===== src/rtl/cter_pkg.sv =====
// ----------------------------------------------------------------------------
// cter_pkg
// Shared types and constants of the cyclic timed event replay block.
// ----------------------------------------------------------------------------
package cter_pkg;

   localparam int PATTERN_DEPTH = 64;
   localparam int MAX_PER_TICK  = 16;
   localparam int QUEUE_DEPTH   = 2;

   localparam int TIME_W   = 48;
   localparam int IDX_W    = $clog2(PATTERN_DEPTH);
   localparam int CNT_W    = $clog2(PATTERN_DEPTH + 1);
   localparam int NCNT_W   = $clog2(MAX_PER_TICK + 1);
   localparam int QPTR_W   = (QUEUE_DEPTH > 1) ? $clog2(QUEUE_DEPTH) : 1;
   localparam int QCNT_W   = $clog2(QUEUE_DEPTH + 1);
   localparam int CSR_ADDR_W = 3;

   localparam logic [1:0] CMD_APPEND = 2'd0;
   localparam logic [1:0] CMD_BUS    = 2'd1;
   localparam logic [1:0] CMD_TICK   = 2'd2;

   localparam logic [7:0] TIME_SOURCE = 8'h00;
   localparam logic [7:0] TIME_CODE   = 8'h10;

   localparam logic [CSR_ADDR_W-1:0] ADDR_SOURCE_ID = '0;

   typedef struct packed {
      logic [1:0]        cmd;
      logic [TIME_W-1:0] entry_offset;
      logic [7:0]        event_source;
      logic [7:0]        event_code;
      logic [15:0]       word_high;
      logic [15:0]       word_mid;
      logic [15:0]       word_low;
   } req_type;

   typedef struct packed {
      logic [7:0]        out_source;
      logic [5:0]        entry_index;
      logic [TIME_W-1:0] event_time;
      logic              last;
   } rsp_type;

   typedef enum logic [1:0] {
      OP_APPEND,
      OP_SET_TIME,
      OP_TICK
   } op_type;

   typedef struct packed {
      op_type            op;
      logic [TIME_W-1:0] value;
   } cmd_type;

   typedef enum logic [1:0] {
      ST_IDLE,
      ST_READ,
      ST_COMPARE,
      ST_FLUSH
   } replay_state_type;

endpackage


===== src/rtl/cter_cmd_queue.sv =====
// ----------------------------------------------------------------------------
// cter_cmd_queue
// Front end: accepts input items, drops the ones that do nothing and queues
// the rest as decoded commands for the replay engine.
// ----------------------------------------------------------------------------
module cter_cmd_queue (
   input  logic              clock,
   input  logic              reset,
   input  logic              push,
   output logic              full,
   input  cter_pkg::req_type req_item,
   output logic              cmd_valid,
   output cter_pkg::cmd_type cmd_data,
   input  logic              cmd_pop
);

   cter_pkg::cmd_type                  entry_ff [cter_pkg::QUEUE_DEPTH];
   logic [cter_pkg::QPTR_W-1:0]        wr_ptr_ff, wr_ptr_in;
   logic [cter_pkg::QPTR_W-1:0]        rd_ptr_ff, rd_ptr_in;
   logic [cter_pkg::QCNT_W-1:0]        count_ff, count_in;
   logic                               is_append, is_time, is_tick, wr_en, rd_en;
   cter_pkg::cmd_type                  decoded;

   always_comb begin
      is_append = req_item.cmd == cter_pkg::CMD_APPEND;
      is_time   = (req_item.cmd == cter_pkg::CMD_BUS) &&
                  (req_item.event_source == cter_pkg::TIME_SOURCE) &&
                  (req_item.event_code == cter_pkg::TIME_CODE);
      is_tick   = req_item.cmd == cter_pkg::CMD_TICK;
      if (is_append) begin
         decoded.op    = cter_pkg::OP_APPEND;
         decoded.value = req_item.entry_offset;
      end else if (is_time) begin
         decoded.op    = cter_pkg::OP_SET_TIME;
         decoded.value = {req_item.word_high, req_item.word_mid, req_item.word_low};
      end else begin
         decoded.op    = cter_pkg::OP_TICK;
         decoded.value = req_item.entry_offset;
      end
   end

   assign full      = count_ff == cter_pkg::QCNT_W'(cter_pkg::QUEUE_DEPTH);
   assign cmd_valid = count_ff != '0;
   assign cmd_data  = entry_ff[rd_ptr_ff];

   // drop unused codes and foreign bus events right at the transfer
   assign wr_en = push && !full && (is_append || is_time || is_tick);
   assign rd_en = cmd_pop && cmd_valid;

   always_comb begin
      wr_ptr_in = wr_ptr_ff;
      rd_ptr_in = rd_ptr_ff;
      count_in  = count_ff;
      if (wr_en) begin
         wr_ptr_in = (wr_ptr_ff == cter_pkg::QPTR_W'(cter_pkg::QUEUE_DEPTH - 1)) ?
                     '0 : wr_ptr_ff + 1'b1;
      end
      if (rd_en) begin
         rd_ptr_in = (rd_ptr_ff == cter_pkg::QPTR_W'(cter_pkg::QUEUE_DEPTH - 1)) ?
                     '0 : rd_ptr_ff + 1'b1;
      end
      if (wr_en && !rd_en) begin
         count_in = count_ff + 1'b1;
      end else if (!wr_en && rd_en) begin
         count_in = count_ff - 1'b1;
      end
   end

   always_ff @(posedge clock) begin
      if (reset) begin
         wr_ptr_ff <= '0;
         rd_ptr_ff <= '0;
         count_ff  <= '0;
      end else begin
         wr_ptr_ff <= wr_ptr_in;
         rd_ptr_ff <= rd_ptr_in;
         count_ff  <= count_in;
      end
   end

   always_ff @(posedge clock) begin
      if (wr_en) begin
         entry_ff[wr_ptr_ff] <= decoded;
      end
   end

endmodule


===== src/rtl/cter_rsp_queue.sv =====
// ----------------------------------------------------------------------------
// cter_rsp_queue
// Result queue between the replay engine and the result port.
// ----------------------------------------------------------------------------
module cter_rsp_queue (
   input  logic              clock,
   input  logic              reset,
   input  logic              wr_valid,
   input  cter_pkg::rsp_type wr_data,
   output logic              wr_full,
   output logic              empty,
   input  logic              pop,
   output cter_pkg::rsp_type rsp_item
);

   cter_pkg::rsp_type           entry_ff [cter_pkg::QUEUE_DEPTH];
   logic [cter_pkg::QPTR_W-1:0] wr_ptr_ff, wr_ptr_in;
   logic [cter_pkg::QPTR_W-1:0] rd_ptr_ff, rd_ptr_in;
   logic [cter_pkg::QCNT_W-1:0] count_ff, count_in;
   logic                        wr_en, rd_en;

   assign wr_full  = count_ff == cter_pkg::QCNT_W'(cter_pkg::QUEUE_DEPTH);
   assign empty    = count_ff == '0;
   assign rsp_item = entry_ff[rd_ptr_ff];
   assign wr_en    = wr_valid && !wr_full;
   assign rd_en    = pop && !empty;

   always_comb begin
      wr_ptr_in = wr_ptr_ff;
      rd_ptr_in = rd_ptr_ff;
      count_in  = count_ff;
      if (wr_en) begin
         wr_ptr_in = (wr_ptr_ff == cter_pkg::QPTR_W'(cter_pkg::QUEUE_DEPTH - 1)) ?
                     '0 : wr_ptr_ff + 1'b1;
      end
      if (rd_en) begin
         rd_ptr_in = (rd_ptr_ff == cter_pkg::QPTR_W'(cter_pkg::QUEUE_DEPTH - 1)) ?
                     '0 : rd_ptr_ff + 1'b1;
      end
      if (wr_en && !rd_en) begin
         count_in = count_ff + 1'b1;
      end else if (!wr_en && rd_en) begin
         count_in = count_ff - 1'b1;
      end
   end

   always_ff @(posedge clock) begin
      if (reset) begin
         wr_ptr_ff <= '0;
         rd_ptr_ff <= '0;
         count_ff  <= '0;
      end else begin
         wr_ptr_ff <= wr_ptr_in;
         rd_ptr_ff <= rd_ptr_in;
         count_ff  <= count_in;
      end
   end

   always_ff @(posedge clock) begin
      if (wr_en) begin
         entry_ff[wr_ptr_ff] <= wr_data;
      end
   end

endmodule


===== src/rtl/cter_replay.sv =====
// ----------------------------------------------------------------------------
// cter_replay
// Back end: holds the pattern table and the time state, and walks due
// entries one at a time on each tick.
// ----------------------------------------------------------------------------
module cter_replay (
   input  logic              clock,
   input  logic              reset,
   input  logic [7:0]        source_id,
   input  logic              cmd_valid,
   input  cter_pkg::cmd_type cmd_data,
   output logic              cmd_pop,
   output logic              rsp_push,
   output cter_pkg::rsp_type rsp_data,
   input  logic              rsp_full
);

   logic [cter_pkg::TIME_W-1:0]  pattern_mem [cter_pkg::PATTERN_DEPTH];
   logic [cter_pkg::TIME_W-1:0]  rd_data_ff;
   logic                         mem_we;

   cter_pkg::replay_state_type   state_ff, state_in;
   logic [cter_pkg::CNT_W-1:0]   count_ff, count_in;
   logic [cter_pkg::IDX_W-1:0]   pos_ff, pos_in;
   logic [cter_pkg::NCNT_W-1:0]  n_ff, n_in;
   logic                         recorded_ff, recorded_in;
   logic                         pend_valid_ff, pend_valid_in;
   logic [cter_pkg::TIME_W-1:0]  cycle_start_ff, cycle_start_in;
   logic [cter_pkg::TIME_W-1:0]  current_time_ff, current_time_in;
   logic [cter_pkg::TIME_W-1:0]  last_off_ff, last_off_in;
   logic [cter_pkg::TIME_W-1:0]  elapsed_ff, elapsed_in;
   cter_pkg::rsp_type            pend_ff, pend_in;
   logic [cter_pkg::CNT_W-1:0]   pos_next;

   always_comb begin
      state_in        = state_ff;
      count_in        = count_ff;
      pos_in          = pos_ff;
      n_in            = n_ff;
      recorded_in     = recorded_ff;
      pend_valid_in   = pend_valid_ff;
      cycle_start_in  = cycle_start_ff;
      current_time_in = current_time_ff;
      last_off_in     = last_off_ff;
      elapsed_in      = elapsed_ff;
      pend_in         = pend_ff;
      cmd_pop         = 1'b0;
      rsp_push        = 1'b0;
      mem_we          = 1'b0;
      rsp_data        = pend_ff;
      rsp_data.last   = state_ff == cter_pkg::ST_FLUSH;
      pos_next        = cter_pkg::CNT_W'(pos_ff) + 1'b1;

      case (state_ff)
         cter_pkg::ST_IDLE: begin
            if (cmd_valid) begin
               cmd_pop = 1'b1;
               case (cmd_data.op)
                  cter_pkg::OP_APPEND: begin
                     // full table: ignore the append
                     if (count_ff < cter_pkg::CNT_W'(cter_pkg::PATTERN_DEPTH)) begin
                        mem_we      = 1'b1;
                        count_in    = count_ff + 1'b1;
                        last_off_in = cmd_data.value;
                     end
                  end
                  cter_pkg::OP_SET_TIME: begin
                     current_time_in = cmd_data.value;
                  end
                  cter_pkg::OP_TICK: begin
                     if (count_ff != '0) begin
                        if (!recorded_ff) begin
                           cycle_start_in = current_time_ff;
                           recorded_in    = 1'b1;
                        end else begin
                           n_in     = '0;
                           state_in = cter_pkg::ST_READ;
                        end
                     end
                  end
                  default: begin
                  end
               endcase
            end
         end

         cter_pkg::ST_READ: begin
            elapsed_in = current_time_ff - cycle_start_ff;
            state_in   = cter_pkg::ST_COMPARE;
         end

         cter_pkg::ST_COMPARE: begin
            if (elapsed_ff > rd_data_ff) begin
               // hold while the previous result cannot be handed off
               if (!(pend_valid_ff && rsp_full)) begin
                  rsp_push              = pend_valid_ff;
                  pend_in.out_source    = source_id;
                  pend_in.entry_index   = 6'(pos_ff);
                  pend_in.event_time    = cycle_start_ff + rd_data_ff;
                  pend_in.last          = 1'b0;
                  pend_valid_in         = 1'b1;
                  n_in                  = n_ff + 1'b1;
                  if (pos_next >= count_ff) begin
                     pos_in         = '0;
                     cycle_start_in = cycle_start_ff + last_off_ff;
                  end else begin
                     pos_in = pos_next[cter_pkg::IDX_W-1:0];
                  end
                  state_in = (n_ff == cter_pkg::NCNT_W'(cter_pkg::MAX_PER_TICK - 1)) ?
                             cter_pkg::ST_FLUSH : cter_pkg::ST_READ;
               end
            end else begin
               state_in = pend_valid_ff ? cter_pkg::ST_FLUSH : cter_pkg::ST_IDLE;
            end
         end

         cter_pkg::ST_FLUSH: begin
            // final result of the tick carries the last flag
            if (!rsp_full) begin
               rsp_push      = 1'b1;
               pend_valid_in = 1'b0;
               state_in      = cter_pkg::ST_IDLE;
            end
         end

         default: begin
            state_in = cter_pkg::ST_IDLE;
         end
      endcase
   end

   always_ff @(posedge clock) begin
      if (reset) begin
         state_ff        <= cter_pkg::ST_IDLE;
         count_ff        <= '0;
         pos_ff          <= '0;
         n_ff            <= '0;
         recorded_ff     <= 1'b0;
         pend_valid_ff   <= 1'b0;
         cycle_start_ff  <= '0;
         current_time_ff <= '0;
      end else begin
         state_ff        <= state_in;
         count_ff        <= count_in;
         pos_ff          <= pos_in;
         n_ff            <= n_in;
         recorded_ff     <= recorded_in;
         pend_valid_ff   <= pend_valid_in;
         cycle_start_ff  <= cycle_start_in;
         current_time_ff <= current_time_in;
      end
   end

   always_ff @(posedge clock) begin
      last_off_ff <= last_off_in;
      elapsed_ff  <= elapsed_in;
      pend_ff     <= pend_in;
   end

   always_ff @(posedge clock) begin
      if (mem_we) begin
         pattern_mem[count_ff[cter_pkg::IDX_W-1:0]] <= cmd_data.value;
      end
      rd_data_ff <= pattern_mem[pos_ff];
   end

endmodule


===== src/rtl/cyclic_timed_event_replay.sv =====
// ----------------------------------------------------------------------------
// cyclic_timed_event_replay
// An append or time load takes effect when the replay engine pops it from the
// command queue; each result of a tick is held in a pending register before it
// enters the result queue. Throughput: one item per cycle into the command queue
// while it is not full; the engine handles one command at a time, and a tick makes
// one table read and one compare per due entry, up to 16 entries per tick.
// Reset is synchronous; it clears counts, times, source id and both queues.
// ----------------------------------------------------------------------------
module cyclic_timed_event_replay (
   input  logic                          clock,
   input  logic                          reset,
   input  logic                          push,
   output logic                          full,
   input  cter_pkg::req_type             req_item,
   output logic                          empty,
   input  logic                          pop,
   output cter_pkg::rsp_type             rsp_item,
   input  logic                          psel,
   input  logic                          penable,
   input  logic                          pwrite,
   input  logic [cter_pkg::CSR_ADDR_W-1:0] paddr,
   input  logic [31:0]                   pwdata,
   output logic [31:0]                   prdata,
   output logic                          pready
);

   logic [7:0]        source_id_ff, source_id_in;
   logic              cmd_valid, cmd_pop, rsp_push, rsp_full;
   cter_pkg::cmd_type cmd_data;
   cter_pkg::rsp_type rsp_data;

   assign pready = 1'b1;
   assign prdata = (paddr == cter_pkg::ADDR_SOURCE_ID) ? {24'd0, source_id_ff} : 32'd0;

   always_comb begin
      source_id_in = source_id_ff;
      if (psel && penable && pwrite && (paddr == cter_pkg::ADDR_SOURCE_ID)) begin
         source_id_in = pwdata[7:0];
      end
   end

   always_ff @(posedge clock) begin
      if (reset) begin
         source_id_ff <= '0;
      end else begin
         source_id_ff <= source_id_in;
      end
   end

   cter_cmd_queue u_cmd_queue (
      .clock     (clock),
      .reset     (reset),
      .push      (push),
      .full      (full),
      .req_item  (req_item),
      .cmd_valid (cmd_valid),
      .cmd_data  (cmd_data),
      .cmd_pop   (cmd_pop)
   );

   cter_replay u_replay (
      .clock     (clock),
      .reset     (reset),
      .source_id (source_id_ff),
      .cmd_valid (cmd_valid),
      .cmd_data  (cmd_data),
      .cmd_pop   (cmd_pop),
      .rsp_push  (rsp_push),
      .rsp_data  (rsp_data),
      .rsp_full  (rsp_full)
   );

   cter_rsp_queue u_rsp_queue (
      .clock    (clock),
      .reset    (reset),
      .wr_valid (rsp_push),
      .wr_data  (rsp_data),
      .wr_full  (rsp_full),
      .empty    (empty),
      .pop      (pop),
      .rsp_item (rsp_item)
   );

endmodule

===== config.mk =====
export PLATFORM = sky130hd
export DESIGN_NAME = cyclic_timed_event_replay
export DESIGN_NICKNAME = d
export VERILOG_FILES = /design/src/rtl/cter_pkg.sv /design/src/rtl/cter_cmd_queue.sv /design/src/rtl/cter_rsp_queue.sv /design/src/rtl/cter_replay.sv /design/src/rtl/cyclic_timed_event_replay.sv
export SDC_FILE = /design/constraint.sdc
export NUM_CORES = 2
export LEC_CHECK = 0
export ABC_AREA = 1
export BUFFER_PORTS_ARGS = -buffer_cell sky130_fd_sc_hd__buf_2
export CORE_MARGIN = 5
export CORE_UTILIZATION = 55
export DETAILED_ROUTE_END_ITERATION = 6
export PLACE_DENSITY = 0.71
export SETUP_SLACK_MARGIN = 0.15
export SLEW_MARGIN = 20
export SYNTH_ARGS = -nofsm -noshare
export SYNTH_HDL_FRONTEND = slang
export SYNTH_SLANG_ARGS = --single-unit

===== constraint.sdc =====
create_clock -name clock -period 8.8 [get_ports clock]
set_input_delay 1.76 -clock clock [delete_from_list [all_inputs] [get_ports clock]]
set_output_delay 1.76 -clock clock [all_outputs]
set_load 0.03 [all_outputs]

; ---- Word-level counts from Yosys, hierarchy flattened
; Memory sizes are Yosys's and may differ from the RTL's. A register that Yosys moved wholly into a read port is not among the register bits.
; Cells that the tools add are included.
[op_classes]
addsub = 14
n_mul = 0
n_div = 0
n_lt_le_gt_ge = 3
n_eq_ne = 21
n_shift = 0
muxes = 61
bitwise_logic = 1
n_reduce_logical = 44
[op_table]
columns = cell, count
row1 = $mux 48, 7
row2 = $mux 50, 2
row3 = $add 48x48->48, 2
row4 = $pmux 48 s2, 1
row5 = $gt 48x48->1, 1
row6 = $sub 48x48->48, 1
row7 = $mux 5, 6
row8 = $mux 1, 26
row9 = $mux 2, 13
row10 = $logic_and 1x1->1, 15
row11 = $eq 2x2->1 const B, 6
row12 = $reduce_and 4->1, 3
row13 = $ne 2x2->1 const B, 5
row14 = $pmux 5 s2, 1
row15 = $reduce_bool 2->1, 5
row16 = $eq 8x5->1 const B, 1
row17 = $logic_not 2->1, 4
row18 = $logic_not 8->1, 1
row19 = $mux 8, 1
row20 = $ne 2x1->1 const B, 4
row21 = $pmux 2 s4, 1
row22 = $reduce_and 8->1, 1
row23 = $add 6x1->7 const B, 1
row24 = $add 7x1->7 const B, 1
row25 = 19 further kinds, 35
[totals]
regBits = 292
latchBits = 0
ram_bits = 3298
rom_bits = 0
inputBits = 156
word_cells = 167
n_memories = 3
[mem_list]
columns = memory, depth, word_bits, rd, rd_clocked_by_memory_dff, write_ports, line
row1 = u_replay.pattern_mem, 64, 48, 1, 1, 1, cter_replay.sv:18  ; logic [cter_pkg::TIME_W-1:0] pattern_mem [cter_pkg::PATTERN_DEPTH];
row2 = u_rsp_queue.entry_ff, 2, 63, 1, 1, 1, cter_rsp_queue.sv:16  ; cter_pkg::rsp_type entry_ff [cter_pkg::QUEUE_DEPTH];
row3 = u_cmd_queue.entry_ff, 2, 50, 1, 1, 1, cter_cmd_queue.sv:17  ; cter_pkg::cmd_type entry_ff [cter_pkg::QUEUE_DEPTH];

; ---- Logic depth before layout (Yosys ltp)
[logic_depth]
depth_word = 10
mapped_depth = 22
depth_no_buf = 22

; ---- Hierarchy
; From an unflattened synthesis, not the netlist that was laid out.
[unflattened]
cells_unflattened = 11881
hier_area_um2 = 152266.0
[modules_own_cells]
columns = module, instances, cells_per_inst, area_each_um2, seq_area_each_um2
row1 = cter_replay, 1, 11183, 141974.9, 100316.2
row2 = cter_rsp_queue, 1, 233, 5096.1, 3883.7
row3 = cter_cmd_queue, 1, 364, 4511.8, 3103.0
row4 = cyclic_timed_event_replay, 1, 101, 683.2, 160.2

; ---- Worst setup path before layout
; OpenSTA, ideal clock, no wires.
[synth_path]
path_type = input port to flip-flop
startpoint = input req_item[57] in the netlist's numbering
endpoint = memory u_cmd_queue.entry_ff[1][0] in the netlist's numbering (enable)
setup_ns = 0.459
t_arrival_ns = 4.785
setup_slack_ns = 3.556
cell_stages = 6
n_path_buf = 0
path_cell_list = nor4_1 and3b_1 nand3_1 a21boi_0 inv_1 nor2_1
[synth_between]
elab_chain_cells = 8
[synth_lines]
columns = element, line
row1 = start: declaration, cyclic_timed_event_replay.sv:15  ; input cter_pkg::req_type req_item,
row2 = $logic_not 8->1, cter_cmd_queue.sv:27  ; (req_item.event_source == cter_pkg::TIME_SOURCE) &&
row3 = $logic_and 1x1->1, cter_cmd_queue.sv:26  ; is_time = (req_item.cmd == cter_pkg::CMD_BUS) &&
row4 = $logic_and 1x1->1, cter_cmd_queue.sv:27
row5 = $logic_or 1x1->1 (2 in series), cter_cmd_queue.sv:47  ; assign wr_en = push && !full && (is_append || is_time || is_tick);
row6 = $logic_and 1x1->1, cter_cmd_queue.sv:47
row7 = named net u_cmd_queue.wr_en, cter_cmd_queue.sv:21  ; logic is_append, is_time, is_tick, wr_en, rd_en;
row8 = $mux 1, cter_cmd_queue.sv:82  ; if (wr_en) begin
row9 = $mux 1 (not written as such), cter_cmd_queue.sv:83  ; entry_ff[wr_ptr_ff] <= decoded;
row10 = end: declaration, cter_cmd_queue.sv:17
; The timed path passes the listed nets, and every way through them passes these cells.

==> flow_summary.toml <==
[run_status]
status = "finished, violations left"
violations = "design-rule violations"

[cts]
cts_max_path_buffers = 4
cts_resized = 0
clock_sinks = 3640
postCtsSetupBuffers = 0
cts-root-buf = "clkbuf_16"
cts_made_buffers = 368
insertion_delay_ns = 0.93
cts_tree = "done"
clkTransAtPathRegs_ns = 0.06
htreeDepth = 5
cts_hold_buf = 0

[logic_synthesis]
syn-instance-count = 11928
async_flop_share = 0
ys.flop_type = "edfxtp_1"
synthSimpleGateAreaFrac = 0.09648
postSynthRegisterBits = 3640
netlist_top_cells_area = "edfxtp_1 (69%), o21ai_0 (4.4%), nor2_1 (3.4%), nand2_1 (3.4%), o221ai_1 (3.4%)"
yosys.area.top_type = "edfxtp_1"
synth_xor_area_frac = 0.005134
synth.avg_cell_area_um2 = 12.59
synth_top_family_by_area = "compound AO/OA/AOI/OAI gates"
yosys.area_share.adder = 0.01732
synth_compound_area_frac = 0.1226
synthDistinctLibCells = 55
synth-edff-count = 3456
synthMuxAreaShare = 0.008326
netlist_area_um2 = 150100
synth_top_area_share = 0.6913
synth_warnings = 0
yosysSeqAreaShare = 0.7158

[drt]
wl_per_cell_um = 28.27
via_per_inst = 6.427
ant_nets = 0
firstDrtPassIters = 7
drt_iter0_drc = 13779
drc = 8
drt-total-wl_um = 448900
vias = 102057

[cells_and_area]
syn_to_final_growth_pct = 11.02
n_fill_cell = 20220
final_cell_area_um2 = 166700
layout.nets = 12369
drive_gt1_frac = 0.09426

[sta]
setup_viol_count_final = 0
clock_skew_ns = 0.1021
tightest_slew_ns = 1.194
relSlewSlack = 0.2039
fmax_mhz = 187.7
rsz0062_at_grt = "false"
hold_violations = 0
min_period_ns = 5.328
final.period_utilization = 0.6054
setup_tns_ns = 0
report.final.slew_viol_count = 0

[die]
ios = 254
dieWidth_um = 532.4
start_util = 0.5535
die_h_um = 532.4
core-area_um2 = 271200
rows = 191
die_area_um2 = 283500

[place]
placed_cell_area_um2 = 154900
place_hpwl_um = 257900
globalplace.congestion = 0.9511
io_buffers = 204

[hold_path]
hold_path_class = "register to register"

[grt]
overflow = 0
track_usage = 0.3059
grt_pass1_wl_um = 648300
antenna_found_initial = 21
grt_pass1_vias = 99604
grt_max_degree = 184

[power_and_ir_drop]
ir_drop_mv = 0.3957
leakagePower_nw = 57.38
power_density_nw_per_um2 = 258.2

[setup_path]
critPathKind = "register to register"
start_kind = "register"
worstPathMaxFanout = 83
cp-end-kind = "register"
cp.required_ns = 9.56
cp.arrival_ns = 6.09

[run]
cap_violations = 0
[sequential cells by signal, indices dropped and copies added, names as in the netlist, 2 cells and up, named ones only]
signal and count:
u_replay.cycle_start_ff 48, u_replay.state_ff 2, u_replay.elapsed_ff 48, u_cmd_queue.entry_ff 100, u_replay.rsp_data 62, u_replay.n_ff 5, u_replay.rd_data_ff 48, u_cmd_queue.count_ff 2
u_rsp_queue.count_ff 2, u_replay.last_off_ff 48, u_rsp_queue.entry_ff 126, u_replay.pos_ff 6, u_replay.pattern_mem 3072, u_replay.count_ff 7, u_replay.current_time_ff 48, source_id_ff 8
[logic make-up after synthesis]
| logic type | after synthesis |
|---|---|
| buffers and inverters | 1244 |
| adder cells (fa/ha/maj) | 206 |
| multiplexers | 111 |
| XOR/XNOR | 88 |
| flip-flops | 3640 |
| AO/OA/AOI/OAI | 3094 |
| AND/OR/NAND/NOR | 3543 |
| other | 2 |
[cell usage after synthesis (7+ instances only)]
library cell / n
a211oi_1: 194
a21boi_0: 7
a21o_1: 20
a21oi_1: 876
a31oi_1: 32
buf_1: 67
buf_2: 211
buf_4: 46
clkbuf_1: 400
dfxtp_1: 184
edfxtp_1: 3456
ha_1: 203
inv_1: 503
inv_2: 8
mux2_2: 111
nand2_1: 1371
nand3_1: 671
nand3b_1: 20
nand4_1: 27
nor2_1: 1379
nor3_1: 30
nor4_1: 16
o21a_1: 14
o21ai_0: 1318
o21ai_1: 10
o21bai_1: 20
o221ai_1: 578
o22ai_1: 7
xnor2_1: 27
xor2_1: 61
[worst paths after layout]
| kind | startpoint | slack [ns] | end | depth (start not counted) |
|---|---|---|---|---|
| min reg2reg | u_replay.rsp_data[18] | 0.39 | u_rsp_queue.entry_ff[0][18] | 0 |
| min | u_replay.rsp_data[18] | 0.39 | u_rsp_queue.entry_ff[0][18] | 0 |
| max | u_replay.pos_ff[0] | 3.47 | u_replay.rd_data_ff[22] | 9 |
| max reg2reg | u_replay.pos_ff[0] | 3.47 | u_replay.rd_data_ff[22] | 9 |
[per-stage QoR]
stage,std cells,util,hold WS [ns],power [mW],worst slack (ns)
finish,15879,0.6145,0.3937,43.04,3.472
global placement,15203,0.5708,0.4158,27.83,3.819
CTS,15874,0.6142,0.3902,43.05,3.671
floorplan,11951,-,0.4064,25.09,3.556
detailed placement,15205,0.5711,0.4218,27.94,3.683
global route,15877,0.6145,0.4208,44.44,3.467
[routing by layer]
metal / routed length, µm / global-route usage
met5: 50 / 0
met4: 21660 / 0.1339
met3: 49610 / 0.06195
met2: 210100 / 0.4876
met1: 167600 / 0.4119
[critical path: stages (launching register included)]
cell and delay, ns:
dfxtp_4 1.02, buf_4 0.80, buf_4 0.85, buf_4 0.84
a21oi_1 0.15, a211oi_1 0.25, o21ai_0 0.18, nand3_1 0.24
nand3_1 0.32, nand2_1 0.32
[power by group]
group,switching [mW],internal [mW]
sequential,0.305,20.7
combinational,5.11,1.59
clock,6.51,8.79
[cell type report]
class / count / area [µm²] / share of cell area
sequential: 3640 / 107500 / 0.6449
multi-input combinational: 7067 / 38180 / 0.2291
timing repair buffer: 414 / 2831 / 0.01699
antenna: 3 / 7.507 / 0.00004504
clock inverter: 208 / 1938 / 0.01163
clock buffer: 461 / 9774 / 0.05864
tap: 3570 / 4467 / 0.02680
inverter: 516 / 1981 / 0.01188
[layout by cell type (no fill, tap or decap), types with 25 or more instances in the layout]
master and n:
edfxtp_1 3456, nand2_1 1370, o21ai_0 1318, nor2_1 1313, a21oi_1 874, nand3_1 670, o221ai_1 578, inv_1 498
clkbuf_16 373, buf_2 204, ha_1 203, a211oi_1 194, buf_4 193, dfxtp_1 176, mux2_2 108, clkinv_1 85
clkbuf_1 77, nor2_4 68, clkinv_2 64, xor2_1 61, a31oi_1 32, bufinv_16 31, nor3_1 29, nand4_1 27
xnor2_1 27, conb_1 25
Note: power is estimated with default switching activity, not from simulation.
